**src/rtl/ahdsr_pkg.sv**
```systemverilog
// ----------------------------------------------------------------------------
// ahdsr_pkg
// Shared widths, codes, types and helpers for the AHDSR envelope generator.
// ----------------------------------------------------------------------------
package ahdsr_pkg;

    localparam int TABLE_DEPTH = 4096;
    localparam int ADDR_W      = $clog2(TABLE_DEPTH);
    localparam int LEN_W       = $clog2(TABLE_DEPTH + 1);

    localparam int LEVEL_W     = 16;
    localparam int COUNT_W     = 21;
    localparam int OP_W        = 3;
    localparam int SEL_W       = 2;
    localparam int IDX_W       = 12;
    localparam int PHASE_W     = 3;
    localparam int CFG_LEN_W   = 13;
    localparam int HOLD_W      = 20;
    localparam int CFG_DATA_W  = 20;
    localparam int CFG_IDX_W   = 3;
    localparam int PROD_W      = 2 * LEVEL_W;

    localparam logic [LEVEL_W-1:0] FULL_LEVEL = 16'h8000;

    typedef enum logic [OP_W-1:0] {
        OP_TICK     = 3'd0,
        OP_GATE_ON  = 3'd1,
        OP_GATE_OFF = 3'd2,
        OP_STEAL    = 3'd3,
        OP_KILL     = 3'd4,
        OP_LOAD     = 3'd5
    } op_t;

    typedef enum logic [PHASE_W-1:0] {
        PH_ATTACK  = 3'd0,
        PH_HOLD    = 3'd1,
        PH_DECAY   = 3'd2,
        PH_SUSTAIN = 3'd3,
        PH_RELEASE = 3'd4,
        PH_IDLE    = 3'd5
    } phase_t;

    typedef enum logic [SEL_W-1:0] {
        SEL_ATTACK  = 2'd0,
        SEL_DECAY   = 2'd1,
        SEL_RELEASE = 2'd2
    } table_sel_t;

    typedef enum logic [CFG_IDX_W-1:0] {
        CFG_ATTACK_LEN  = 3'd0,
        CFG_HOLD_LEN    = 3'd1,
        CFG_DECAY_LEN   = 3'd2,
        CFG_RELEASE_LEN = 3'd3,
        CFG_SUSTAIN     = 3'd4,
        CFG_KILL_RECIP  = 3'd5
    } cfg_idx_t;

    typedef enum logic [1:0] {
        ALU_ADD = 2'd0,
        ALU_SUB = 2'd1,
        ALU_MUL = 2'd2
    } alu_op_t;

    typedef struct packed {
        alu_op_t            op;
        logic [COUNT_W-1:0] a;
        logic [COUNT_W-1:0] b;
    } alu_req_t;

    // flag: carry out for add, borrow for subtract
    typedef struct packed {
        logic [PROD_W-1:0] res;
        logic              flag;
    } alu_rsp_t;

    function automatic logic [LEN_W-1:0] eff_len(input logic [CFG_LEN_W-1:0] len);
        if (int'(len) > TABLE_DEPTH)
            return LEN_W'(TABLE_DEPTH);
        else
            return LEN_W'(len);
    endfunction

    function automatic logic [LEVEL_W-1:0] clamp_level(input logic [LEVEL_W-1:0] v);
        return (v > FULL_LEVEL) ? FULL_LEVEL : v;
    endfunction

endpackage

```
**src/rtl/ahdsr_alu.sv**
```systemverilog
// ----------------------------------------------------------------------------
// ahdsr_alu
// Shared arithmetic unit: add, subtract with borrow, 16x16 multiply.
// ----------------------------------------------------------------------------
module ahdsr_alu (
    input  ahdsr_pkg::alu_req_t req,
    output ahdsr_pkg::alu_rsp_t rsp
);
    import ahdsr_pkg::*;

    logic [COUNT_W:0] sum;

    always_comb
    begin
        sum = '0;
        rsp = '0;
        case (req.op)
            ALU_ADD:
            begin
                sum      = {1'b0, req.a} + {1'b0, req.b};
                rsp.res  = PROD_W'(sum[COUNT_W-1:0]);
                rsp.flag = sum[COUNT_W];
            end
            ALU_SUB:
            begin
                sum      = {1'b0, req.a} - {1'b0, req.b};
                rsp.res  = PROD_W'(sum[COUNT_W-1:0]);
                rsp.flag = sum[COUNT_W];
            end
            ALU_MUL:
            begin
                rsp.res  = PROD_W'(req.a[LEVEL_W-1:0]) * PROD_W'(req.b[LEVEL_W-1:0]);
                rsp.flag = 1'b0;
            end
            default:
            begin
                rsp = '0;
            end
        endcase
    end

endmodule

```
**config.mk**
```make
export PLATFORM = sky130hd
export DESIGN_NAME = ahdsr_alu
export DESIGN_NICKNAME = d
export VERILOG_FILES = /design/src/rtl/ahdsr_pkg.sv /design/src/rtl/ahdsr_alu.sv
export SDC_FILE = /design/constraint.sdc
export NUM_CORES = 1
export LEC_CHECK = 0
export BUFFER_PORTS_ARGS = -buffer_cell sky130_fd_sc_hd__buf_2
export CAP_MARGIN = 25
export CORE_ASPECT_RATIO = 0.9
export CORE_MARGIN = 1
export CORE_UTILIZATION = 59
export DETAILED_ROUTE_END_ITERATION = 16
export GPL_TIMING_DRIVEN = 0
export PLACE_DENSITY = 0.78
export SETUP_SLACK_MARGIN = 0.05
export SYNTH_ARGS = -nofsm -noshare
export SYNTH_HDL_FRONTEND = slang
export SYNTH_SLANG_ARGS = --single-unit
export TNS_END_PERCENT = 50
```
**constraint.sdc**
```tcl
create_clock -name vclk -period 11.85
set_clock_uncertainty 0.1 [all_clocks]
set_input_delay 0.5925 -clock vclk [all_inputs]
set_output_delay 0.5925 -clock vclk [all_outputs]
set_load 0.01 [all_outputs]
```
==> results.md, run 1 <==
* Status: completed
* Hold violation count in the final report at 0
* Final nets at 1,829
* Required time worst endpoint at 11,160 ps
* Final count of pins violating max slew at 0
* Antenna-violating nets left at 0
* Routability congestion estimate at 1.007
* Post-synthesis cell type count at 69
* Worst path arrival time at 7280 ps
* Register area at 0 sq um
* Cell area after synthesis at around 11,000 sq um
* Avg Cell Area, Syn at about 8 sq um
* Vertical extent of the die at 131.2 microns
* Routed length per instance at 19.20 microns
* CP endpoint kind: output pin
* Global route overflow at 0
* Num ports at 77
* Ant diodes at 0
* Number of optimization iterations in the first detailed-route pass at 7
* Clock buf count at 0
* Placement Rows at 46
* Layout cell share with drive strength beyond 1 at 6.801%
* Portion of the clock cycle consumed by the worst path in the final layout at 67.24%
* Setup repair after global routing missed its margin: false
* Fin Setup TNS at 0 ps
* Met3 track utilization from global routing at 4.549%
* Number of remaining DRC errors at 0
* Yosys warnings at 0
* Category of the most critical setup path: input pin to output pin
* Class of the most critical hold timing path: input pin to output pin
* Port bufs at 77
* Global-route layer with the greatest usage: met2
* Resized Gates After CTS at 0
* Proportion of synthesized chip area in sequential cells at 0%
* Maximum number of pins on one net before global-route repair at 11
* Worst slew slack as a fraction of its limit at 40.29%
* Wire length of the first global-routing pass at 52,610 microns
* Global routing usage summed across all routing layers at a little over a third
* Core region area at approximately 18,000 sq um
* Synth-to-Final Area Change at 6.266%
* Die Footprint at 19,090 sq um
* Post-DP HPWL at roughly 27,000 microns
* Initial drt markers at 957
* Starting Density at between 60% and 70%
* Antenna violations before repair at 0
* Minimum period implied by the final worst setup slack at 7968 ps
* Via count of the first global-routing pass at around 9,900
* Synthesized Nets at around 1,800
* Max-capacitance violation count at 0
* Final setup violation count at 0
* Top fanout value on the critical path at 10
* Startpoint types: input pin
* Global-route track usage on met2 at 55.82%
* Floorplan die width at 145.5 microns
* Cts hold-fix bufs at 0
* Total wire length at 32,280 microns
* Slew of the pin with the lowest slew margin at 888.1 ps
* Synth Instances at roughly 1,400
* Met1 Use GR at 49.50%
* Buffer count from post-CTS setup fixing at 0
* Total via count in the routed design at 9,822
* Vias per inst at 5.843
* Maximum clock frequency at 0.1255 GHz
* Number of sequential cells in the layout at 0
[cells in the final DEF, fill, tap and decap left out, types with 18 or more instances in the layout]
cell,n
sky130_fd_sc_hd__a21oi_1,53
sky130_fd_sc_hd__and2_1,100
sky130_fd_sc_hd__buf_2,80
sky130_fd_sc_hd__clkbuf_1,45
sky130_fd_sc_hd__fa_1,196
sky130_fd_sc_hd__ha_1,146
sky130_fd_sc_hd__inv_1,279
sky130_fd_sc_hd__nand2_1,165
sky130_fd_sc_hd__nor2_1,68
sky130_fd_sc_hd__nor3_1,18
sky130_fd_sc_hd__o21ai_0,50
sky130_fd_sc_hd__xnor2_1,30
[worst max-delay path, stage by stage]
cell	delay, ps
sky130_fd_sc_hd__buf_2	190
sky130_fd_sc_hd__clkbuf_1	630
sky130_fd_sc_hd__nand2_1	170
sky130_fd_sc_hd__fa_1	540
sky130_fd_sc_hd__fa_1	510
sky130_fd_sc_hd__fa_1	520
sky130_fd_sc_hd__inv_1	50
sky130_fd_sc_hd__fa_1	500
sky130_fd_sc_hd__fa_1	490
sky130_fd_sc_hd__inv_1	50
sky130_fd_sc_hd__fa_1	470
sky130_fd_sc_hd__inv_1	50
sky130_fd_sc_hd__ha_1	400
sky130_fd_sc_hd__a211o_1	360
sky130_fd_sc_hd__o211a_1	140
sky130_fd_sc_hd__or3_1	390
sky130_fd_sc_hd__a221oi_2	290
sky130_fd_sc_hd__o21ai_2	160
sky130_fd_sc_hd__a2111oi_4	370
sky130_fd_sc_hd__or3_1	180
sky130_fd_sc_hd__a21oi_2	50
sky130_fd_sc_hd__buf_2	160
[cells in the mapped netlist (10+ instances only)]
master	n	area, sq um
sky130_fd_sc_hd__nand2_1	165	619.3
sky130_fd_sc_hd__o211ai_1	10	75.07
sky130_fd_sc_hd__ha_1	146	1827
sky130_fd_sc_hd__o21a_1	11	82.58
sky130_fd_sc_hd__a21oi_1	53	265.3
sky130_fd_sc_hd__nand3_1	11	55.05
sky130_fd_sc_hd__nand2b_1	13	81.33
sky130_fd_sc_hd__o22ai_1	15	93.84
sky130_fd_sc_hd__inv_1	279	1047
sky130_fd_sc_hd__xnor2_1	30	262.8
sky130_fd_sc_hd__nor3_1	18	90.09
sky130_fd_sc_hd__fa_1	196	3924
sky130_fd_sc_hd__xor2_1	12	105.1
sky130_fd_sc_hd__and2_1	100	625.6
sky130_fd_sc_hd__clkbuf_1	45	168.9
sky130_fd_sc_hd__nor2b_1	10	62.56
sky130_fd_sc_hd__a21o_1	14	105.1
sky130_fd_sc_hd__o21ai_0	50	250.2
sky130_fd_sc_hd__nor2_1	68	255.2
[worst paths after layout]
check  slack, ps     from  depth (start not counted)       to
max         3880  req[32]                         22  rsp[30]
min         1580  req[43]                          4  rsp[20]
[metal layers]
metal  part of all wire, %  vias to the layer above  wire length (microns)
li1                      -                     4473                      -
met1                    42                     4721                  13710
met2                    45                      529                  14390
met3                   9.0                       99                   2919
met4                   3.9                        0                   1256
met5                     0                        -                      0
[stage by stage]
step           hold WS (ps)  instances  area [sq um]  setup WS, ps  util, %
2_1_floorplan          1305       1364         10940          5103        -
3_3_place_gp           1573       1681         11630          3987    64.96
3_5_place_dp           1576       1681         11630          3928    64.96
4_1_cts                1579       1681         11630          3924    64.96
5_1_grt                1617       1681         11630          3558    64.96
6_report               1583       1681         11630          3882    64.96
[final cells by class]
class,instances,area (sq um)
Buffer,52,206.4
Fill cell,1573,6272
Inverter,279,1047
Multi-Input combinational cell,1033,9688
Tap cell,240,300.3
Timing Repair Buffer,77,385.4
[cell families (layout without fill, tap and decap cells)]
kind of cell / after synthesis / count (layout) / share of synthesized area, %
xor+xnor: 42 / 42 / 3.362
compound gates: 228 / 228 / 14.01
simple gates: 420 / 420 / 18.52
buf+inv: 331 / 408 / 11.46
fa+ha+maj: 342 / 342 / 52.56
mux: 1 / 1 / 0.09148
Power of run 1 is not shown: default switching activity piles up to over one toggle a cycle in this logic, so the estimate is an artifact.
==> inputs of run 2 (changes only) <==
--- a/config.mk
+++ b/config.mk
@@ -12,7 +12,7 @@
 export CORE_UTILIZATION = 59
 export DETAILED_ROUTE_END_ITERATION = 16
 export GPL_TIMING_DRIVEN = 0
-export PLACE_DENSITY = 0.78
+export PLACE_DENSITY = 0.81
 export SETUP_SLACK_MARGIN = 0.05
 export SYNTH_ARGS = -nofsm -noshare
 export SYNTH_HDL_FRONTEND = slang
==> constraint.sdc (replaced) <==
create_clock -name vclk -period 6.8
set_clock_uncertainty 0.1 [all_clocks]
set_input_delay 0.34 -clock vclk [all_inputs]
set_output_delay 0.34 -clock vclk [all_outputs]
set_load 0.01 [all_outputs]
==> results.md, run 2 (synthesis results as in run 1) <==
* Status: completed
* Total wire length at 34,730 microns (+7.6%)
* Routed length per instance at 20.44 microns (+6.5%)
* Commonest non-fill, non-tap cell in the layout: sky130_fd_sc_hd__inv_1
* Hold slack at 1083 ps (-499.4 ps)
* Slew of the pin with the lowest slew margin at 709.2 ps (-178.9 ps)
* Total via count in the routed design at 10,260 (+4.4%)
* Global routing usage summed across all routing layers at 36.61% (+1.7 points)
* Minimum period implied by the final worst setup slack at 6683 ps
* Number of remaining DRC errors at 0 (unchanged)
* Vias per inst at 6.038 (+3.3%)
* Placement Rows at 46 (unchanged)
* Starting Density at 61.13% (unchanged)
* Largest stage delay, worst path at 570 ps (-60 ps)
* Final nets at 1,847 (+0.98%)
* Cells along the critical path: buf_4 > clkbuf_8 > nand2_1 > fa_1 > inv_1 > fa_1 > fa_1 > fa_2 > fa_1 > inv_1 > fa_1 > inv_1 > ha_4 > and4_4 > o211a_1 > or3_4 > a221oi_2 > o21ai_2 > a2111oi_4 > or3_1 > a21oi_2 > buf_2
* Number of buffer and inverter stages on the critical path at 6 (unchanged)
* Num ports at 77 (unchanged)
* CP most frequent cell: sky130_fd_sc_hd__fa_1
* Register area at 0 sq um (unchanged)
* Port bufs at 77 (unchanged)
* Post-DP HPWL at 28,050 microns (+3.6%)
* Maximum number of pins on one net before global-route repair at 18 (+7)
* Kind of cell adding the most delay to the critical path: adder cells
* Number of sequential cells in the layout at 0 (unchanged)
* Top fanout value on the critical path at 10 (unchanged)
* Worst path arrival time at 6240 ps (-1040 ps)
* Antenna violations before repair at 0 (unchanged)
* Floorplan die width at 145.5 microns (unchanged)
* Ant diodes at 0 (unchanged)
* Global-route layer with the greatest usage: met2
* Wire length of the first global-routing pass at 54,960 microns (+4.5%)
* Final count of pins violating max slew at 0 (unchanged)
* Commonest cells after routing, fill and taps aside: sky130_fd_sc_hd__inv_1, sky130_fd_sc_hd__fa_1, sky130_fd_sc_hd__nand2_1
* Hold violation count in the final report at 0 (unchanged)
* Number of optimization iterations in the first detailed-route pass at 6 (-1)
* Met3 track utilization from global routing at 5.590% (+1.0 points)
* Final setup violation count at 0 (unchanged)
* Global-route track usage on met2 at 59.88% (+4.1 points)
* Total placed cells including tap cells at 1,681 (unchanged)
* Slowest-stage cell, CP: sky130_fd_sc_hd__fa_1
* Antenna-violating nets left at 0 (unchanged)
* Filler cells at 1,406 (-11%)
* Area of the multi-input gates at 9881 sq um (+2.0%)
* CP endpoint kind: output pin
* Core region area at 17,900 sq um (unchanged)
* Via count of the first global-routing pass at 10,510 (+5.8%)
* Portion of the clock cycle consumed by the worst path in the final layout at 98.28%
* Final instance count without filler cells at 1,699 (+1.1%)
* Layout cell share with drive strength beyond 1 at 12.41% (+5.6 points)
* Startpoint types: input pin
* Met1 Use GR at 48.59% (-0.91 points)
* Cts hold-fix bufs at 0 (unchanged)
* Required time worst endpoint at 6360 ps (-4800 ps)
* Global route overflow at 0 (unchanged)
* Synth-to-Final Area Change at 14.06%
* Clock buf count at 0 (unchanged)
* Initial drt markers at 1,033 (+7.9%)
* Die Footprint at 19,090 sq um (unchanged)
* Maximum clock frequency at about 0.15 GHz
* Routability congestion estimate at 0.9752 (-3.2%)
* Class of the most critical hold timing path: input pin to output pin
* Max-capacitance violation count at 0 (unchanged)
* Setup repair after global routing missed its margin: true
* Worst slew slack as a fraction of its limit at 52.40% (+12 points)
* Category of the most critical setup path: input pin to output pin
* Vertical extent of the die at 131.2 microns (unchanged)
run 2: cell count changes in the layout (fill, tap and decap cells not counted), sizes merged:
cell,previous run,this run
buf,84,106
clkbuf,45,41
run 2: area by class of cell:
cell class                 count  area share (%)
inverter                     279           8.391
timing repair buffer          97           5.454
buffer                        50           4.581
tap                          240           2.406
multi-input combinational   1033           79.17
run 2: final timing paths:
kind,from,to,slack (ps),cells past startpoint
setup / recovery,req[29],rsp[30],120,22
hold / removal,req[43],rsp[20],1080,4
run 2: metrics by stage:
| stage | setup slack (ps) | setup TNS [ps] | util [%] | instance area [sq um] |
|---|---|---|---|---|
| 3_5_place_dp | -644.7 | -6648 | 64.96 | 11630 |
| 4_1_cts | 53.51 | 0 | 68.68 | 12290 |
| 3_3_place_gp | -514.5 | -4654 | 64.96 | 11630 |
| 5_1_grt | -16.61 | -57.47 | 69.73 | 12480 |
| 6_report | 117.0 | 0 | 69.73 | 12480 |
| 2_1_floorplan | 557.8 | 0 | - | 10940 |
run 2: tightest hold or removal path, cell delays in order:
cell and delay (ps):
sky130_fd_sc_hd__buf_2 140, sky130_fd_sc_hd__or2_2 140, sky130_fd_sc_hd__o211ai_1 90, sky130_fd_sc_hd__buf_2 140
run 2: repair_timing:
action,4_1_cts,5_1_grt
setup buffers,16,3
pin swaps,10,18
cloned,1,0
gates resized for setup,144,48
endpoints found under the setup margin,19,13
endpoints found under the hold margin,0,0
run 2: per-layer routing:
layer	wire [microns]	up-vias
met5	0	-
met2	16030	623
li1	-	4515
met3	3372	137
met1	13620	4983
met4	1711	0
Power of run 2 is left out for the same reason.
